===== src/sv/base32_stream_decoder_core_assert.svh =====
// Assertion macros shared by the base32 decoder modules.
`ifndef BASE32_STREAM_DECODER_CORE_ASSERT_SVH
`define BASE32_STREAM_DECODER_CORE_ASSERT_SVH

// Check that cons holds in the same cycle as ante.
`define B32D_ASSERT_NOW(label, clk, rst, ante, cons) \
  label: assert property (@(posedge clk) disable iff (rst) (ante) |-> (cons)) \
    else $error("assertion failed");

// Check that cons holds in the cycle after ante.
`define B32D_ASSERT_NEXT(label, clk, rst, ante, cons) \
  label: assert property (@(posedge clk) disable iff (rst) (ante) |=> (cons)) \
    else $error("assertion failed");

`endif


===== src/sv/b32d_pkg.sv =====
// Types and constants shared by the base32 decoder modules.
package b32d_pkg;

  // Result status codes
  typedef enum logic [1:0] {
    ST_DATA  = 2'd0,
    ST_DONE  = 2'd1,
    ST_ERROR = 2'd2
  } status_t;

  // Command kinds passed from front to back
  typedef enum logic [1:0] {
    CMD_DIGIT   = 2'd0,
    CMD_INVALID = 2'd1,
    CMD_END     = 2'd2
  } cmd_kind_t;

  typedef struct packed {
    cmd_kind_t  kind;
    logic [4:0] digit;
  } cmd_t;

  typedef struct packed {
    status_t    status;
    logic [7:0] data_byte;
    logic [7:0] byte_count;
  } res_t;

  // Character codes
  localparam logic [7:0] CH_NUL   = 8'h00;
  localparam logic [7:0] CH_TAB   = 8'h09;
  localparam logic [7:0] CH_LF    = 8'h0A;
  localparam logic [7:0] CH_CR    = 8'h0D;
  localparam logic [7:0] CH_SPACE = 8'h20;
  localparam logic [7:0] CH_DASH  = 8'h2D;
  localparam logic [7:0] CH_ZERO  = 8'h30;
  localparam logic [7:0] CH_ONE   = 8'h31;
  localparam logic [7:0] CH_TWO   = 8'h32;
  localparam logic [7:0] CH_SEVEN = 8'h37;
  localparam logic [7:0] CH_EIGHT = 8'h38;
  localparam logic [7:0] CH_UP_A  = 8'h41;
  localparam logic [7:0] CH_UP_B  = 8'h42;
  localparam logic [7:0] CH_UP_L  = 8'h4C;
  localparam logic [7:0] CH_UP_O  = 8'h4F;
  localparam logic [7:0] CH_UP_Z  = 8'h5A;
  localparam logic [7:0] CH_LO_A  = 8'h61;
  localparam logic [7:0] CH_LO_Z  = 8'h7A;

  localparam logic [4:0] LOW5      = 5'h1F;
  localparam logic [4:0] DIGIT_OFS = 5'd8;   // '2'..'7' low bits plus this give 26..31

  localparam logic [7:0] MAX_BYTES_RESET = 8'd255;

endpackage


===== src/sv/b32d_front.sv =====
// Front end: accepts characters, classifies them and queues commands.
module b32d_front (
  input  logic           clk,
  input  logic           rst,
  input  logic           push,
  output logic           full,
  input  logic [7:0]     char_in,
  output logic           cmd_valid,
  output b32d_pkg::cmd_t cmd,
  input  logic           cmd_pop
);

  b32d_pkg::cmd_t cls;
  logic           skip;
  logic [7:0]     ch;
  logic           enq;
  logic           deq;

  b32d_pkg::cmd_t q [2];
  logic           wr_ptr;
  logic           rd_ptr;
  logic [1:0]     count;

  // Fold look-alike digits onto their letters
  always_comb begin
    case (char_in)
      b32d_pkg::CH_ZERO:  ch = b32d_pkg::CH_UP_O;
      b32d_pkg::CH_ONE:   ch = b32d_pkg::CH_UP_L;
      b32d_pkg::CH_EIGHT: ch = b32d_pkg::CH_UP_B;
      default:            ch = char_in;
    endcase
  end

  // Classify the character
  always_comb begin
    skip      = 1'b0;
    cls.kind  = b32d_pkg::CMD_INVALID;
    cls.digit = '0;
    if (char_in == b32d_pkg::CH_NUL) begin
      cls.kind = b32d_pkg::CMD_END;
    end else if (char_in inside {b32d_pkg::CH_SPACE, b32d_pkg::CH_TAB, b32d_pkg::CH_CR,
                                 b32d_pkg::CH_LF, b32d_pkg::CH_DASH}) begin
      skip = 1'b1;
    end else if (ch inside {[b32d_pkg::CH_UP_A : b32d_pkg::CH_UP_Z],
                            [b32d_pkg::CH_LO_A : b32d_pkg::CH_LO_Z]}) begin
      cls.kind  = b32d_pkg::CMD_DIGIT;
      cls.digit = (ch[4:0] & b32d_pkg::LOW5) - 5'd1;
    end else if (ch inside {[b32d_pkg::CH_TWO : b32d_pkg::CH_SEVEN]}) begin
      cls.kind  = b32d_pkg::CMD_DIGIT;
      cls.digit = ch[4:0] + b32d_pkg::DIGIT_OFS;
    end
  end

  assign full      = (count == 2'd2);
  assign enq       = push && !full && !skip;
  assign cmd_valid = (count != 2'd0);
  assign deq       = cmd_pop && cmd_valid;
  assign cmd       = q[rd_ptr];

  // Hold queued commands
  always_ff @(posedge clk) begin
    if (enq) begin
      q[wr_ptr] <= cls;
    end
  end

  // Advance queue pointers
  always_ff @(posedge clk) begin
    if (rst) begin
      wr_ptr <= 1'b0;
      rd_ptr <= 1'b0;
      count  <= 2'd0;
    end else begin
      if (enq) begin
        wr_ptr <= ~wr_ptr;
      end
      if (deq) begin
        rd_ptr <= ~rd_ptr;
      end
      count <= count + {1'b0, enq} - {1'b0, deq};
    end
  end

endmodule


===== src/sv/b32d_back.sv =====
// Back end: runs decode commands against the bit buffer and queues results.
`include "base32_stream_decoder_core_assert.svh"

module b32d_back (
  input  logic           clk,
  input  logic           rst,
  input  logic           cfg_we,
  input  logic [7:0]     cfg_data,
  input  logic           cmd_valid,
  input  b32d_pkg::cmd_t cmd,
  output logic           cmd_pop,
  output logic           empty,
  input  logic           pop,
  output b32d_pkg::res_t res
);

  logic [7:0]  max_bytes;
  logic [11:0] bit_buffer;
  logic [11:0] bit_buffer_next;
  logic [2:0]  bits_pending;
  logic [2:0]  bits_pending_next;
  logic [7:0]  bytes_emitted;
  logic [7:0]  bytes_emitted_next;
  logic        error_seen;
  logic        error_seen_next;

  logic [11:0] buf_shift;
  logic [3:0]  pend_sum;
  logic [3:0]  shamt;
  logic [11:0] aligned;

  logic             res_push;
  b32d_pkg::res_t   res_in;
  b32d_pkg::res_t   rq [2];
  logic             wr_ptr;
  logic             rd_ptr;
  logic [1:0]       res_count;
  logic             res_full;
  logic             res_pop;

  assign res_full = (res_count == 2'd2);
  assign cmd_pop  = cmd_valid && !res_full;

  // Shift the new digit in and line up the oldest eight bits
  assign buf_shift = {bit_buffer[6:0], cmd.digit};
  assign pend_sum  = {1'b0, bits_pending} + 4'd5;
  assign shamt     = pend_sum - 4'd8;
  assign aligned   = buf_shift >> shamt;

  // Execute one command
  always_comb begin
    bit_buffer_next    = bit_buffer;
    bits_pending_next  = bits_pending;
    bytes_emitted_next = bytes_emitted;
    error_seen_next    = error_seen;
    res_push           = 1'b0;
    res_in.status      = b32d_pkg::ST_DATA;
    res_in.data_byte   = '0;
    res_in.byte_count  = bytes_emitted;
    if (cmd_pop) begin
      if (cmd.kind == b32d_pkg::CMD_END) begin
        res_push           = 1'b1;
        res_in.status      = b32d_pkg::ST_DONE;
        bit_buffer_next    = '0;
        bits_pending_next  = '0;
        bytes_emitted_next = '0;
        error_seen_next    = 1'b0;
      end else if (!error_seen && (bytes_emitted < max_bytes)) begin
        if (cmd.kind == b32d_pkg::CMD_INVALID) begin
          res_push        = 1'b1;
          res_in.status   = b32d_pkg::ST_ERROR;
          error_seen_next = 1'b1;
        end else begin
          bit_buffer_next = buf_shift;
          if (pend_sum >= 4'd8) begin
            bits_pending_next  = shamt[2:0];
            bytes_emitted_next = bytes_emitted + 8'd1;
            res_push           = 1'b1;
            res_in.data_byte   = aligned[7:0];
            res_in.byte_count  = bytes_emitted + 8'd1;
          end else begin
            bits_pending_next = pend_sum[2:0];
          end
        end
      end
    end
  end

  // Hold decode state and the limit register
  always_ff @(posedge clk) begin
    if (rst) begin
      max_bytes     <= b32d_pkg::MAX_BYTES_RESET;
      bit_buffer    <= '0;
      bits_pending  <= '0;
      bytes_emitted <= '0;
      error_seen    <= 1'b0;
    end else begin
      if (cfg_we) begin
        max_bytes <= cfg_data;
      end
      bit_buffer    <= bit_buffer_next;
      bits_pending  <= bits_pending_next;
      bytes_emitted <= bytes_emitted_next;
      error_seen    <= error_seen_next;
    end
  end

  // Result queue
  assign empty   = (res_count == 2'd0);
  assign res_pop = pop && !empty;
  assign res     = rq[rd_ptr];

  always_ff @(posedge clk) begin
    if (res_push) begin
      rq[wr_ptr] <= res_in;
    end
  end

  always_ff @(posedge clk) begin
    if (rst) begin
      wr_ptr    <= 1'b0;
      rd_ptr    <= 1'b0;
      res_count <= 2'd0;
    end else begin
      if (res_push) begin
        wr_ptr <= ~wr_ptr;
      end
      if (res_pop) begin
        rd_ptr <= ~rd_ptr;
      end
      res_count <= res_count + {1'b0, res_push} - {1'b0, res_pop};
    end
  end

  `B32D_ASSERT_NOW(a_res_count_bound, clk, rst, 1'b1, res_count <= 2'd2)
  `B32D_ASSERT_NOW(a_no_push_when_full, clk, rst, res_full, !res_push)
  `B32D_ASSERT_NEXT(a_end_clears, clk, rst, cmd_pop && (cmd.kind == b32d_pkg::CMD_END),
                    (bytes_emitted == 8'd0) && (bits_pending == 3'd0) && !error_seen)
  `B32D_ASSERT_NOW(a_quiet_after_error, clk, rst,
                   error_seen && cmd_pop && (cmd.kind != b32d_pkg::CMD_END), !res_push)
  `B32D_ASSERT_NEXT(a_data_counts, clk, rst, res_push && (res_in.status == b32d_pkg::ST_DATA),
                    bytes_emitted == $past(res_in.byte_count))

endmodule


===== src/sv/base32_stream_decoder_core.sv =====
// Top level of the base32 stream decoder: front classifier, command queue, decode back end.
//
// Decodes an RFC 4648 base32 character stream, one character per word on push/full,
// at a sustained rate of one character per clock cycle while full is low; a zero character
// ends the string. Blanks and '-' are dropped by the front classifier, which feeds a
// two-entry command queue; the back end updates the bit buffer and emits data, done and
// error results into a two-entry result queue read with empty/pop. An accepted character
// is registered into the command queue, and its result is then registered into the
// result queue, from which it shows on the result ports. The byte limit max_bytes (reset 255)
// is written through cfg_we/cfg_data and should only change while the decoder is idle.
module base32_stream_decoder_core (
  input  logic       clk,
  input  logic       rst,
  input  logic       push,
  output logic       full,
  input  logic [7:0] char_in,
  output logic       empty,
  input  logic       pop,
  output logic [1:0] status,
  output logic [7:0] data_byte,
  output logic [7:0] byte_count,
  input  logic       cfg_we,
  input  logic [7:0] cfg_data
);

  logic           cmd_valid;
  logic           cmd_pop;
  b32d_pkg::cmd_t cmd;
  b32d_pkg::res_t res;

  b32d_front u_front (
    .clk       (clk),
    .rst       (rst),
    .push      (push),
    .full      (full),
    .char_in   (char_in),
    .cmd_valid (cmd_valid),
    .cmd       (cmd),
    .cmd_pop   (cmd_pop)
  );

  b32d_back u_back (
    .clk       (clk),
    .rst       (rst),
    .cfg_we    (cfg_we),
    .cfg_data  (cfg_data),
    .cmd_valid (cmd_valid),
    .cmd       (cmd),
    .cmd_pop   (cmd_pop),
    .empty     (empty),
    .pop       (pop),
    .res       (res)
  );

  // Unpack the head result
  assign status     = 2'(res.status);
  assign data_byte  = res.data_byte;
  assign byte_count = res.byte_count;

endmodule


===== config.mk =====
export PLATFORM = sky130hd
export DESIGN_NAME = base32_stream_decoder_core
export DESIGN_NICKNAME = d
export VERILOG_FILES = /design/src/sv/b32d_pkg.sv /design/src/sv/b32d_front.sv /design/src/sv/b32d_back.sv /design/src/sv/base32_stream_decoder_core.sv
export VERILOG_INCLUDE_DIRS = /design/src /design/src/sv
export SDC_FILE = /design/constraint.sdc
export NUM_CORES = 1
export LEC_CHECK = 0
export BUFFER_PORTS_ARGS = -buffer_cell sky130_fd_sc_hd__buf_2
export CORE_MARGIN = 2
export CORE_UTILIZATION = 25
export CTS_BUF_LIST = sky130_fd_sc_hd__clkbuf_4
export DETAILED_ROUTE_END_ITERATION = 7
export GPL_ROUTABILITY_DRIVEN = 0
export SLEW_MARGIN = 20
export SYNTH_ARGS = -nofsm -noshare
export SYNTH_HDL_FRONTEND = slang
export SYNTH_SLANG_ARGS = --single-unit

===== constraint.sdc =====
create_clock -name clk -period 5.3 [get_ports clk]
set_input_delay 0.795 -clock clk [delete_from_list [all_inputs] [get_ports clk]]
set_output_delay 0.795 -clock clk [all_outputs]
set_load 0.02 [all_outputs]

# Word-level counts from Yosys, hierarchy flattened
# Memory sizes are Yosys's and may differ from the RTL's. A register that Yosys moved wholly into a read port is not among the register bits.
# Cells that the tools add are included.
# Widths: inputs -> output; s select.
# word_totals
register_bits,35
n_memories,2
ramBits,50
output_inout_bits,20
input_bits,21
elab_cells,115
# memory_table
memory,depth,word_bits,read_ports,rd_ports_with_merged_regs,write_ports,line_no,source
u_back.rq,2,18,1,1,1,b32d_back.sv:34,b32d_pkg::res_t rq [2];
u_front.q,2,7,1,1,1,b32d_front.sv:19,b32d_pkg::cmd_t q [2];
# op_classes
mux,42
n_eq_ne,13
n_shift,1
magnitude_cmp,8
add_sub_neg,9
reduce_logical,25
bitwise_logic,4
# ops
op,count
$mux 16,3
$eq 8x6->1 const B,5
$mux 18,2
$mux 8,4
$mux 7,4
$eq 8x4->1 const B,3
$pmux 8 s3,1
$mux 1,18
$ge 8x7->1 const B,2
$le 8x7->1 const B,2
$mux 3,4
$mux 6,2
$shr 12x4->8,1
$reduce_bool 2->1,5
$logic_and 1x1->1,9
$add 8x1->8 const B,1
$ge 8x6->1 const B,1
$le 8x6->1 const B,1
$logic_not 8->1,1
$lt 8x8->1,1
$eq 2x2->1 const B,3
$mux 2,3
$reduce_and 3->1,2
$add 5x4->5 const B,1
14 further kinds,23

# Logic depth before layout (Yosys ltp)
# Gate-level depths: netlist of the first run.
# logic_depth
ltp_word,9
ltp_mapped,14

# Cells and area by module
# Synthesis of the first run repeated with hierarchy kept, for this count alone.
# hier_totals
hier_cells,428
hier_area_um2,4710.8
# modules_own_cells
module,seq_area_each_um2,area_per_inst_um2,cells_per_inst,instances
b32d_back,1721.7,3474.6,310,1
b32d_front,520.5,1236.2,118,1

# Worst setup path before layout of the first run
# Ideal clock, no wire load.
# synth_path
path_kind,input to register
from,input char_in[2]
to,"memory u_front.q[0][3] (netlist bit), data pin"
required_ns,5.143
t_arrival_ns,2.952
stages,13
path_buffers,2
setup_slack_ns,2.191
path_cell_list,buf_2 or2_2 buf_2 nor2_1 o21ai_0 o21ai_0 ha_1 nand2b_1 a211o_1 a2bb2oi_1 o32ai_2 o21ai_0 a21oi_1
# synth_lines
item,line_no,source
start: declaration,base32_stream_decoder_core.sv:16,"input logic [7:0] char_in,"
end: declaration,b32d_front.sv:19,

==> flow_metrics.env, run 1 <==
export IMPL_wl_per_cell_um=13.0
export IMPL_status="finished, final reports clean"
export IMPL_syn_cell_area_sq_mm=0.00449
export IMPL_wl_met3_um=273
export IMPL_nFillCells=1868
export IMPL_synth_compound_area_share=0.149
export IMPL_n_antenna_cell=0
export IMPL_synth_warnings=0
export IMPL_wl_met1_um=4530
export IMPL_drv_cap=0
export IMPL_synth_flop_cell="edfxtp_1"
export IMPL_seqCellArea_sq_mm=0.00224
export IMPL_insertion_delay_ns=0.43
export IMPL_cts_inserted_buffers=9
export IMPL_drv_slew=0
export IMPL_rows=49
export IMPL_hp_class="reg -> reg"
export IMPL_setup_tns_ns=0
export IMPL_crit_required_ns=5.66
export IMPL_multiInputGateArea_sq_mm=0.00203
export IMPL_final_antenna_net_count=0
export IMPL_vdd_ir_drop_max_uv=165
export IMPL_synthXorXnorAreaFrac=0.0292
export IMPL_cts_clk_slew_worst_paths_ns=0.13
export IMPL_cts_setup_buffers=0
export IMPL_finalNetCount=494
export IMPL_synthMuxAreaShare=0.0981
export IMPL_via_count=3218
export IMPL_syn_nets=469
export IMPL_hpwl_um=6450
export IMPL_fin_crit_ns=3.16
export IMPL_grt_overflow_total=0
export IMPL_end_kind="flip-flop"
export IMPL_power_w=0.00229
export IMPL_antenna_found_initial=0
export IMPL_stdcell_area_sq_mm=0.00504
export IMPL_hold_buffers=0
export IMPL_drc=0
export IMPL_fin_ws_ns=2.14
export IMPL_num_io_pins=41
export IMPL_grt_pass1_wl_um=14700
export IMPL_cts_root_buf="clkbuf_4"
export IMPL_worstHoldStart="u_back.max_bytes[0]"
export IMPL_cp_max_fo=21
export IMPL_power_density_mw_per_mm2=453
export IMPL_synth_seq_cells=87
export IMPL_drive_above_1_share=0.189
export IMPL_clock_skew_final_ns=0.00962
export IMPL_async_flop_share=0
export IMPL_dr_wl_met2_um=4010
export IMPL_grt_usage=0.0935
export IMPL_highest_layer="met4"
export IMPL_die_h_um=138
export IMPL_synth_fa_ha_area_frac=0.0474
export IMPL_die_width_um=138
export IMPL_max_slew_worst_pin_slew_ns=0.967
export IMPL_critPathArrivalTime_ns=3.52
export IMPL_vias_per_cell=4.66
export IMPL_max_slew_margin=0.353
export IMPL_hold_viol=0
export IMPL_first_iter_violations=225
export IMPL_ys_seq_area_frac=0.499
export IMPL_core_area_sq_mm=0.0178
export IMPL_area_growth_pct=12.3
export IMPL_synth_cell_type_count=50
export IMPL_syn_inst=431
export IMPL_synth_simple_area_share=0.129
export IMPL_finalCritPeriodShare=0.595
export IMPL_leakagePower_nw=1.91
export IMPL_clk_path_buf_depth=2
export IMPL_grt_start_max_net_pins=24
export IMPL_finalWirelength_um=8940
export IMPL_dpl_cell_area_sq_mm=0.00486
export IMPL_startpoint_type="flip-flop"
export IMPL_cts_max_level=3
export IMPL_postCtsResizedCells=0
export IMPL_drt_pass1_iterations=4
export IMPL_worst_hold_slack_ns=0.503
export IMPL_start_util=0.253
export IMPL_synth_avg_cell_area_sq_um=10.4
export IMPL_grt_pass1_vias=2982
export IMPL_place_ws_ns=1.98
export IMPL_clock_sinks=87
export IMPL_fmax_ghz=0.317
export IMPL_setup_viol=0
export IMPL_synth_edff_count=50
export IMPL_die_area_sq_mm=0.0191
export IMPL_rsz0062_at_grt="false"
export IMPL_rrSetupSlack_ns=2.14
export IMPL_critPathKind="reg -> reg"
export IMPL_synth_top_family_by_area="compound AO/OA/AOI/OAI gates"
export IMPL_cts_tree="built"
export IMPL_port_buffers=40
## kinds of logic after synthesis
group	count (synthesis)
buf+inv	51
compound gates	103
mux	40
xor+xnor	15
flops	87
fa+ha+maj	17
simple gates	118
## cells in the final DEF (no fill, tap or decap), types with 4 or more instances in the layout
master	Yosys	routed
nand2b_1	4	4
mux2_2	22	22
xor2_1	6	6
nand3_1	10	10
dfxtp_1	37	37
a211oi_1	7	7
nor2_1	40	40
mux2i_1	17	17
o2bb2ai_1	4	4
a21oi_1	26	26
edfxtp_1	50	50
a31oi_1	8	8
or3_1	7	7
nor2b_1	6	6
a22o_1	5	5
clkbuf_4	0	10
or2_2	4	4
ha_1	17	17
buf_2	7	40
xnor2_1	9	9
o211ai_1	9	9
nor3_1	6	6
inv_1	23	23
o21ai_0	25	25
nand2_1	26	26
and3_1	4	4
## layout make-up
cell class / count / area share
clock inverters: 6 / 0.0216
clock buffers: 10 / 0.0149
repair buffers: 41 / 0.0412
flip-flops and latches: 87 / 0.444
well taps: 229 / 0.0568
inverters: 24 / 0.0179
multi-input cells: 293 / 0.403
## per-layer routing
metal / global-route usage / vias up
li1: - / 1623
met1: 0.129 / 1518
met3: 0.0184 / 11
met5: 0 / -
met2: 0.143 / 66
met4: 0.0392 / 0
## path summary, 6_finish.rpt
path / depth (start not counted) / end
max: 9 / u_back.bytes_emitted[6]
min: 2 / u_back.max_bytes[0]
max reg2reg: 9 / u_back.bytes_emitted[6]
min reg2reg: 2 / u_back.max_bytes[0]
## synthesized netlist by cell type (3+ instances only)
library cell,number,area share
edfxtp_1,50,0.33
nor2_1,40,0.033
dfxtp_1,37,0.16
a21oi_1,26,0.029
nand2_1,26,0.022
o21ai_0,25,0.028
inv_1,23,0.019
mux2_2,22,0.055
clkbuf_1,17,0.014
ha_1,17,0.047
mux2i_1,17,0.038
nand3_1,10,0.011
o211ai_1,9,0.015
xnor2_1,9,0.018
a31oi_1,8,0.011
a211oi_1,7,0.012
buf_2,7,0.0078
or3_1,7,0.0097
nor2b_1,6,0.0084
nor3_1,6,0.0067
xor2_1,6,0.012
a22o_1,5,0.0097
and3_1,4,0.0056
nand2b_1,4,0.0056
o2bb2ai_1,4,0.0078
or2_2,4,0.0056
a21o_1,3,0.0050
a2bb2oi_1,3,0.0059
## through the flow
step | util | cells
after floorplan | - | 431
after global placement | 0.273 | 674
after detailed placement | 0.273 | 674
after CTS | 0.284 | 690
after global routing | 0.284 | 690
final | 0.284 | 690
## sequential cells by signal, indices dropped and copies added (netlist names), 2 cells and up, named ones only
signal	count
u_back.bit_buffer	7
u_back.bits_pending	3
u_back.bytes_emitted	8
u_back.max_bytes	8
u_back.res_count	2
u_back.rq	36
u_front.count	2
u_front.q	14
## report_power, final
group | switching, W | leakage [nW] | internal, W | total, W
clock network | 0.000220 | 0.0903 | 0.000242 | 0.000463
registers | 0.000107 | 0.769 | 0.000868 | 0.000975
logic | 0.000513 | 1.05 | 0.000335 | 0.000848
## worst max-delay path, cell delays in order (launching register included)
cell and delay (ns):
dfxtp_1 0.59, mux2i_1 0.33, inv_1 0.07, ha_1 0.19, inv_1 0.09, o221ai_1 0.40, nor2_1 0.54, nand3_4 0.27
or3_1 0.43, a21oi_1 0.17
Power figures use the tool's default switching activity.
==> run 2, diff against run 1 <==
==> constraint.sdc (replaced) <==
create_clock -name clk -period 3.2 [get_ports clk]
set_input_delay 0.48 -clock clk [delete_from_list [all_inputs] [get_ports clk]]
set_output_delay 0.48 -clock clk [all_outputs]
set_load 0.02 [all_outputs]
==> run 2 against run 1 <==
Combinational power up 78%. Die area unchanged. Sequential share of layout area down 0.48 points. Final cell count up 1.0%. Total power up 68%. Clock power up 68%. Maximum frequency up 15%. Critical endpoint is now u_back.res_count[1]. Cell area up 1.1%. Via count up 0.65%. Hold slack worse by 0.24 ns. Sequential cell count unchanged. Register-to-register slack worse by 1.7 ns. Largest cell class unchanged.
==> flow_metrics.env, run 2 (synthesis results as in run 1) <==
export IMPL_setup_viol=0
export IMPL_p_sw_frac=0.367
export IMPL_finalCritPeriodShare=0.858
export IMPL_fin_ws_ns=0.455
export IMPL_grt_usage=0.0957
export IMPL_grt_overflow_total=0
export IMPL_drv_slew=0
export IMPL_rows=49
export IMPL_cts_tree="built"
export IMPL_cts_root_buf="clkbuf_4"
export IMPL_num_io_pins=41
export IMPL_finalWirelength_um=9000
export IMPL_n_antenna_cell=0
export IMPL_cts_setup_buffers=0
export IMPL_leakagePower_nw=1.95
export IMPL_die_width_um=138
export IMPL_cts_max_level=3
export IMPL_grt_pass1_vias=3118
export IMPL_rrSetupSlack_ns=0.46
export IMPL_first_iter_violations=228
export IMPL_worstHoldStart="cfg_data[6]"
export IMPL_drt_pass1_iterations=4
export IMPL_hold_buffers=0
export IMPL_cts_clk_slew_worst_paths_ns=0.13
export IMPL_port_buffers=40
export IMPL_timing_rr_end="u_back.res_count[1]"
export IMPL_internal_power_w=0.00244
export IMPL_setup_tns_ns=0
export IMPL_use_met3=0.0142
export IMPL_die_area_sq_mm=0.0191
export IMPL_reg_largest_list="u_back.rq (36), u_front.q (14)"
export IMPL_status="finished, final reports clean"
export IMPL_worst_hold_slack_ns=0.265
export IMPL_final_antenna_net_count=0
export IMPL_hp_class="in -> reg"
export IMPL_critPathArrivalTime_ns=3.05
export IMPL_clock_sinks=87
export IMPL_met1_usage=0.139
export IMPL_vdd_ir_drop_max_uv=275
export IMPL_via_count=3239
export IMPL_critPathKind="reg -> reg"
export IMPL_hold_viol=0
export IMPL_final_common_cell="edfxtp_1"
export IMPL_r2r_start="u_back.bytes_emitted[2]"
export IMPL_max_slew_worst_pin_slew_ns=0.997
export IMPL_drv_cap=0
export IMPL_p_clk_frac=0.202
export IMPL_grt_start_max_net_pins=23
export IMPL_postCtsResizedCells=0
export IMPL_layout_common_cells="edfxtp_1 (50), nor2_1 (40), buf_2 (40), dfxtp_1 (37)"
export IMPL_place_ws_ns=0.134
export IMPL_regMostFlops="u_back.rq"
export IMPL_largest_register_ffs=36
export IMPL_holdPathEnd="u_back.max_bytes[6]"
export IMPL_fmax_ghz=0.364
export IMPL_core_area_sq_mm=0.0178
export IMPL_area_growth_pct=13.5
export IMPL_cts_inserted_buffers=9
export IMPL_pwr_share_comb=0.393
export IMPL_met2_usage=0.143
export IMPL_finalNonFillerCells=697
export IMPL_clock_skew_final_ns=0.0176
export IMPL_end_kind="flip-flop"
export IMPL_power_density_mw_per_mm2=754
export IMPL_crit_required_ns=3.51
export IMPL_pwr_share_seq=0.405
export IMPL_wl_per_cell_um=12.9
export IMPL_clk_path_buf_depth=2
export IMPL_dp_cells=681
export IMPL_cp_max_fo=8
export IMPL_vias_per_cell=4.65
export IMPL_insertion_delay_ns=0.44
export IMPL_die_h_um=138
export IMPL_min_path_cells=3
export IMPL_start_util=0.253
export IMPL_p_sw_w=0.00141
export IMPL_worst_r2r_path_depth=12
export IMPL_finalNetCount=501
export IMPL_drc=0
export IMPL_max_slew_margin=0.333
export IMPL_power_w=0.00385
export IMPL_fin_crit_ns=2.74
export IMPL_antenna_found_initial=0
export IMPL_rsz0062_at_grt="false"
export IMPL_grt_pass1_wl_um=15300
export IMPL_grt_busiest_layer="met2"
export IMPL_startpoint_type="flip-flop"
export IMPL_drive_above_1_share=0.201
export IMPL_hpwl_um=6540
## run 2: metrics by stage
stage                     cell area, sq um  utilization
after floorplan                       4490            -
after global placement                4910        0.276
after detailed placement              4910        0.276
after CTS                             5100        0.287
after global routing                  5100        0.287
final                                 5100        0.287
## run 2: critical path, stage by stage, from the launching register on
cell and delay, ns:
dfxtp_1 0.52, ha_1 0.30, a211o_1 0.29, a31oi_1 0.15, o221a_2 0.21, a21oi_1 0.08
nand2b_1 0.18, ha_1 0.29, inv_1 0.04, ha_1 0.20, xnor2_1 0.17, xnor2_1 0.14
nor2_1 0.05
## run 2: final cells by class
| class | count | area [sq um] |
|---|---|---|
| inverters | 24 | 90.1 |
| well taps | 229 | 287 |
| clock inverters | 7 | 119 |
| flip-flops and latches | 87 | 2240 |
| repair buffers | 48 | 260 |
| clock buffers | 9 | 67.6 |
| multi-input cells | 293 | 2030 |
| fillers | 1871 | 12700 |
## run 2: power by group through the flow
stage	sequential, W	combinational (W)	clock (W)
floorplan	0.00153	0.00117	0
global placement	0.00158	0.00148	0
detailed placement	0.00159	0.00153	0
CTS	0.00156	0.00154	0.000793
global route	0.00159	0.00168	0.000843
finish	0.00156	0.00151	0.000777
## run 2: worst max path at each step
stage / start / to / slack, ns / cells after the start
floorplan: u_back.bytes_emitted[2] / u_back.rq[1][0] / 0.40 / 8
global placement: char_in[1] / u_front.q[0][3] / 0.26 / 12
detailed placement: char_in[1] / u_front.q[0][3] / 0.13 / 12
CTS: u_back.bytes_emitted[2] / u_back.res_count[1] / 0.45 / 12
global route: u_back.bytes_emitted[2] / u_back.res_count[1] / 0.23 / 12
finish: u_back.bytes_emitted[2] / u_back.res_count[1] / 0.46 / 12
## run 2: metal layers
| metal | up-vias | share of wire |
|---|---|---|
| met5 | - | 0 |
| met4 | 0 | 0.018 |
| met3 | 13 | 0.029 |
| met2 | 62 | 0.45 |
| met1 | 1528 | 0.51 |
| li1 | 1636 | - |
==> run 3, diff against run 2 <==
--- a/config.mk
+++ b/config.mk
@@ -7,11 +7,13 @@
 export NUM_CORES = 1
 export LEC_CHECK = 0
 export BUFFER_PORTS_ARGS = -buffer_cell sky130_fd_sc_hd__buf_2
+export CORE_ASPECT_RATIO = 1.25
 export CORE_MARGIN = 2
 export CORE_UTILIZATION = 25
 export CTS_BUF_LIST = sky130_fd_sc_hd__clkbuf_4
 export DETAILED_ROUTE_END_ITERATION = 7
 export GPL_ROUTABILITY_DRIVEN = 0
+export HOLD_SLACK_MARGIN = 0.15
 export SLEW_MARGIN = 20
 export SYNTH_ARGS = -nofsm -noshare
 export SYNTH_HDL_FRONTEND = slang
==> run 3 against run 2 <==
Count of clock-buffer cells in the layout up 2. First-iteration DRC count is 35% lower. Non-clock buffer count is 1 lower. Sequential cell count unchanged. Largest power group unchanged.
==> flow_metrics.env, run 3 (synthesis results as in run 1) <==
export IMPL_die_width_um=124
export IMPL_drt_pass1_iterations=4
export IMPL_finalNonFillerCells=692
export IMPL_drive_above_1_share=0.195
export IMPL_start_util=0.257
export IMPL_crit_required_ns=3.51
export IMPL_p_sw_frac=0.373
export IMPL_pwr_share_seq=0.434
export IMPL_cts_tree="built"
export IMPL_hp_class="in -> reg"
export IMPL_pwr_share_comb=0.404
export IMPL_regMostFlops="u_back.rq"
export IMPL_path_cells="mux2i_1 > ha_1 > a21oi_1 > nand2b_1 > ha_1 > inv_1 > ha_1 > xnor2_1 > xnor2_1 > nor2_1"
export IMPL_port_buffers=40
export IMPL_grt_start_max_net_pins=22
export IMPL_crit_family="adder cells"
export IMPL_hpwl_um=6470
export IMPL_power_w=0.00363
export IMPL_drv_slew=0
export IMPL_max_slew_worst_pin_slew_ns=0.997
export IMPL_critPathKind="reg -> reg"
export IMPL_slowest_stage="dfxtp_1"
export IMPL_grt_usage=0.0958
export IMPL_cts_clk_slew_worst_paths_ns=0.13
export IMPL_drv_cap=0
export IMPL_postCtsResizedCells=0
export IMPL_largest_register_ffs=36
export IMPL_cp_max_fo=14
export IMPL_path_buf_inv=1
export IMPL_final_common_cell="edfxtp_1"
export IMPL_drc=0
export IMPL_antenna_found_initial=1
export IMPL_layout_common_cells="edfxtp_1 (50), nor2_1 (40), buf_2 (40), dfxtp_1 (37)"
export IMPL_finalCritPeriodShare=0.851
export IMPL_num_io_pins=41
export IMPL_max_slew_margin=0.333
export IMPL_grt_pass1_wl_um=14700
export IMPL_startpoint_type="flip-flop"
export IMPL_die_area_sq_mm=0.0191
export IMPL_via_count=3216
export IMPL_clock_sinks=87
export IMPL_wl_per_cell_um=12.7
export IMPL_cts_root_buf="clkbuf_4"
export IMPL_setup_tns_ns=0
export IMPL_hold_buffers=0
export IMPL_cts_setup_buffers=0
export IMPL_clock_skew_final_ns=0.0124
export IMPL_reg_largest_list="u_back.rq (36), u_front.q (14)"
export IMPL_hold_viol=0
export IMPL_finalWirelength_um=8790
export IMPL_p_sw_w=0.00136
export IMPL_cts_max_level=3
export IMPL_rsz0062_at_grt="false"
export IMPL_first_iter_violations=149
export IMPL_power_density_mw_per_mm2=722
export IMPL_dp_cells=675
export IMPL_place_ws_ns=0.144
export IMPL_critPathArrivalTime_ns=3.04
export IMPL_area_growth_pct=12.1
export IMPL_fmax_ghz=0.367
export IMPL_final_core_util=0.288
export IMPL_rows=54
export IMPL_grt_overflow_total=0
export IMPL_leakagePower_nw=1.92
export IMPL_finalNetCount=500
export IMPL_die_h_um=154
export IMPL_vdd_ir_drop_max_uv=227
export IMPL_insertion_delay_ns=0.42
export IMPL_fin_ws_ns=0.477
export IMPL_core_area_sq_mm=0.0175
export IMPL_fin_crit_ns=2.72
export IMPL_clk_path_buf_depth=2
export IMPL_setup_viol=0
export IMPL_p_clk_frac=0.163
export IMPL_cts_inserted_buffers=9
export IMPL_grt_pass1_vias=3071
export IMPL_slowest_delay_ns=0.58
export IMPL_end_kind="flip-flop"
export IMPL_internal_power_w=0.00228
export IMPL_vias_per_cell=4.65
export IMPL_cp_common_cell="ha_1"
export IMPL_status="finished, final reports clean"
export IMPL_final_antenna_net_count=0
## run 3: per-stage QoR
step / cell area [sq um] / hold WS (ns)
global route: 5030 / 0.257
finish: 5030 / 0.281
detailed placement: 4900 / 0.480
CTS: 5030 / 0.248
global placement: 4900 / 0.471
floorplan: 4490 / 0.443
## run 3: worst paths after layout
kind / start / endpoint / slack (ns) / cells past startpoint
worst max-delay path: flip-flop / u_back.res_count[1] / 0.48 / 10
worst min-delay path: cfg_data[4] / u_back.max_bytes[4] / 0.28 / 3
worst max register to register: flip-flop / u_back.res_count[1] / 0.48 / 10
worst min register to register: u_back.max_bytes[2] / u_back.max_bytes[2] / 0.49 / 2
## run 3: routing by layer
metal | vias to the layer above | wire length, um | track usage
met1 | 1519 | 4210 | 0.131
met4 | 0 | 123 | 0.0417
met2 | 61 | 4180 | 0.150
met5 | - | 0 | 0
met3 | 7 | 275 | 0.0122
li1 | 1629 | - | -
## run 3: area by class of cell
class	instances	area (sq um)
Fill cell	1808	12500
Sequential cell	87	2240
Multi-Input combinational cell	293	2030
Tap cell	224	280
Timing Repair Buffer	47	253
Inverter	24	90.1
Clock buffer	11	82.6
Clock inverter	5	50.0
Antenna cell	1	2.50
## run 3: worst reg2reg max path: cells and delay by family (launching register included)
| kind | cells | cell delay [ns] |
|---|---|---|
| fa+ha+maj | 3 | 1.00 |
| flops | 1 | 0.58 |
| mux | 1 | 0.32 |
| xor+xnor | 2 | 0.30 |
| simple gates | 2 | 0.25 |
| compound gates | 1 | 0.13 |
| buf+inv | 1 | 0.04 |
## run 3: power groups by stage
stage	clock, W	sequential [W]	combinational, W
2_1_floorplan	0	0.00153	0.00117
4_1_cts	0.000618	0.00158	0.00149
5_1_grt	0.000655	0.00161	0.00164
3_3_place_gp	0	0.00160	0.00145
6_report	0.000591	0.00158	0.00147
3_5_place_dp	0	0.00161	0.00148
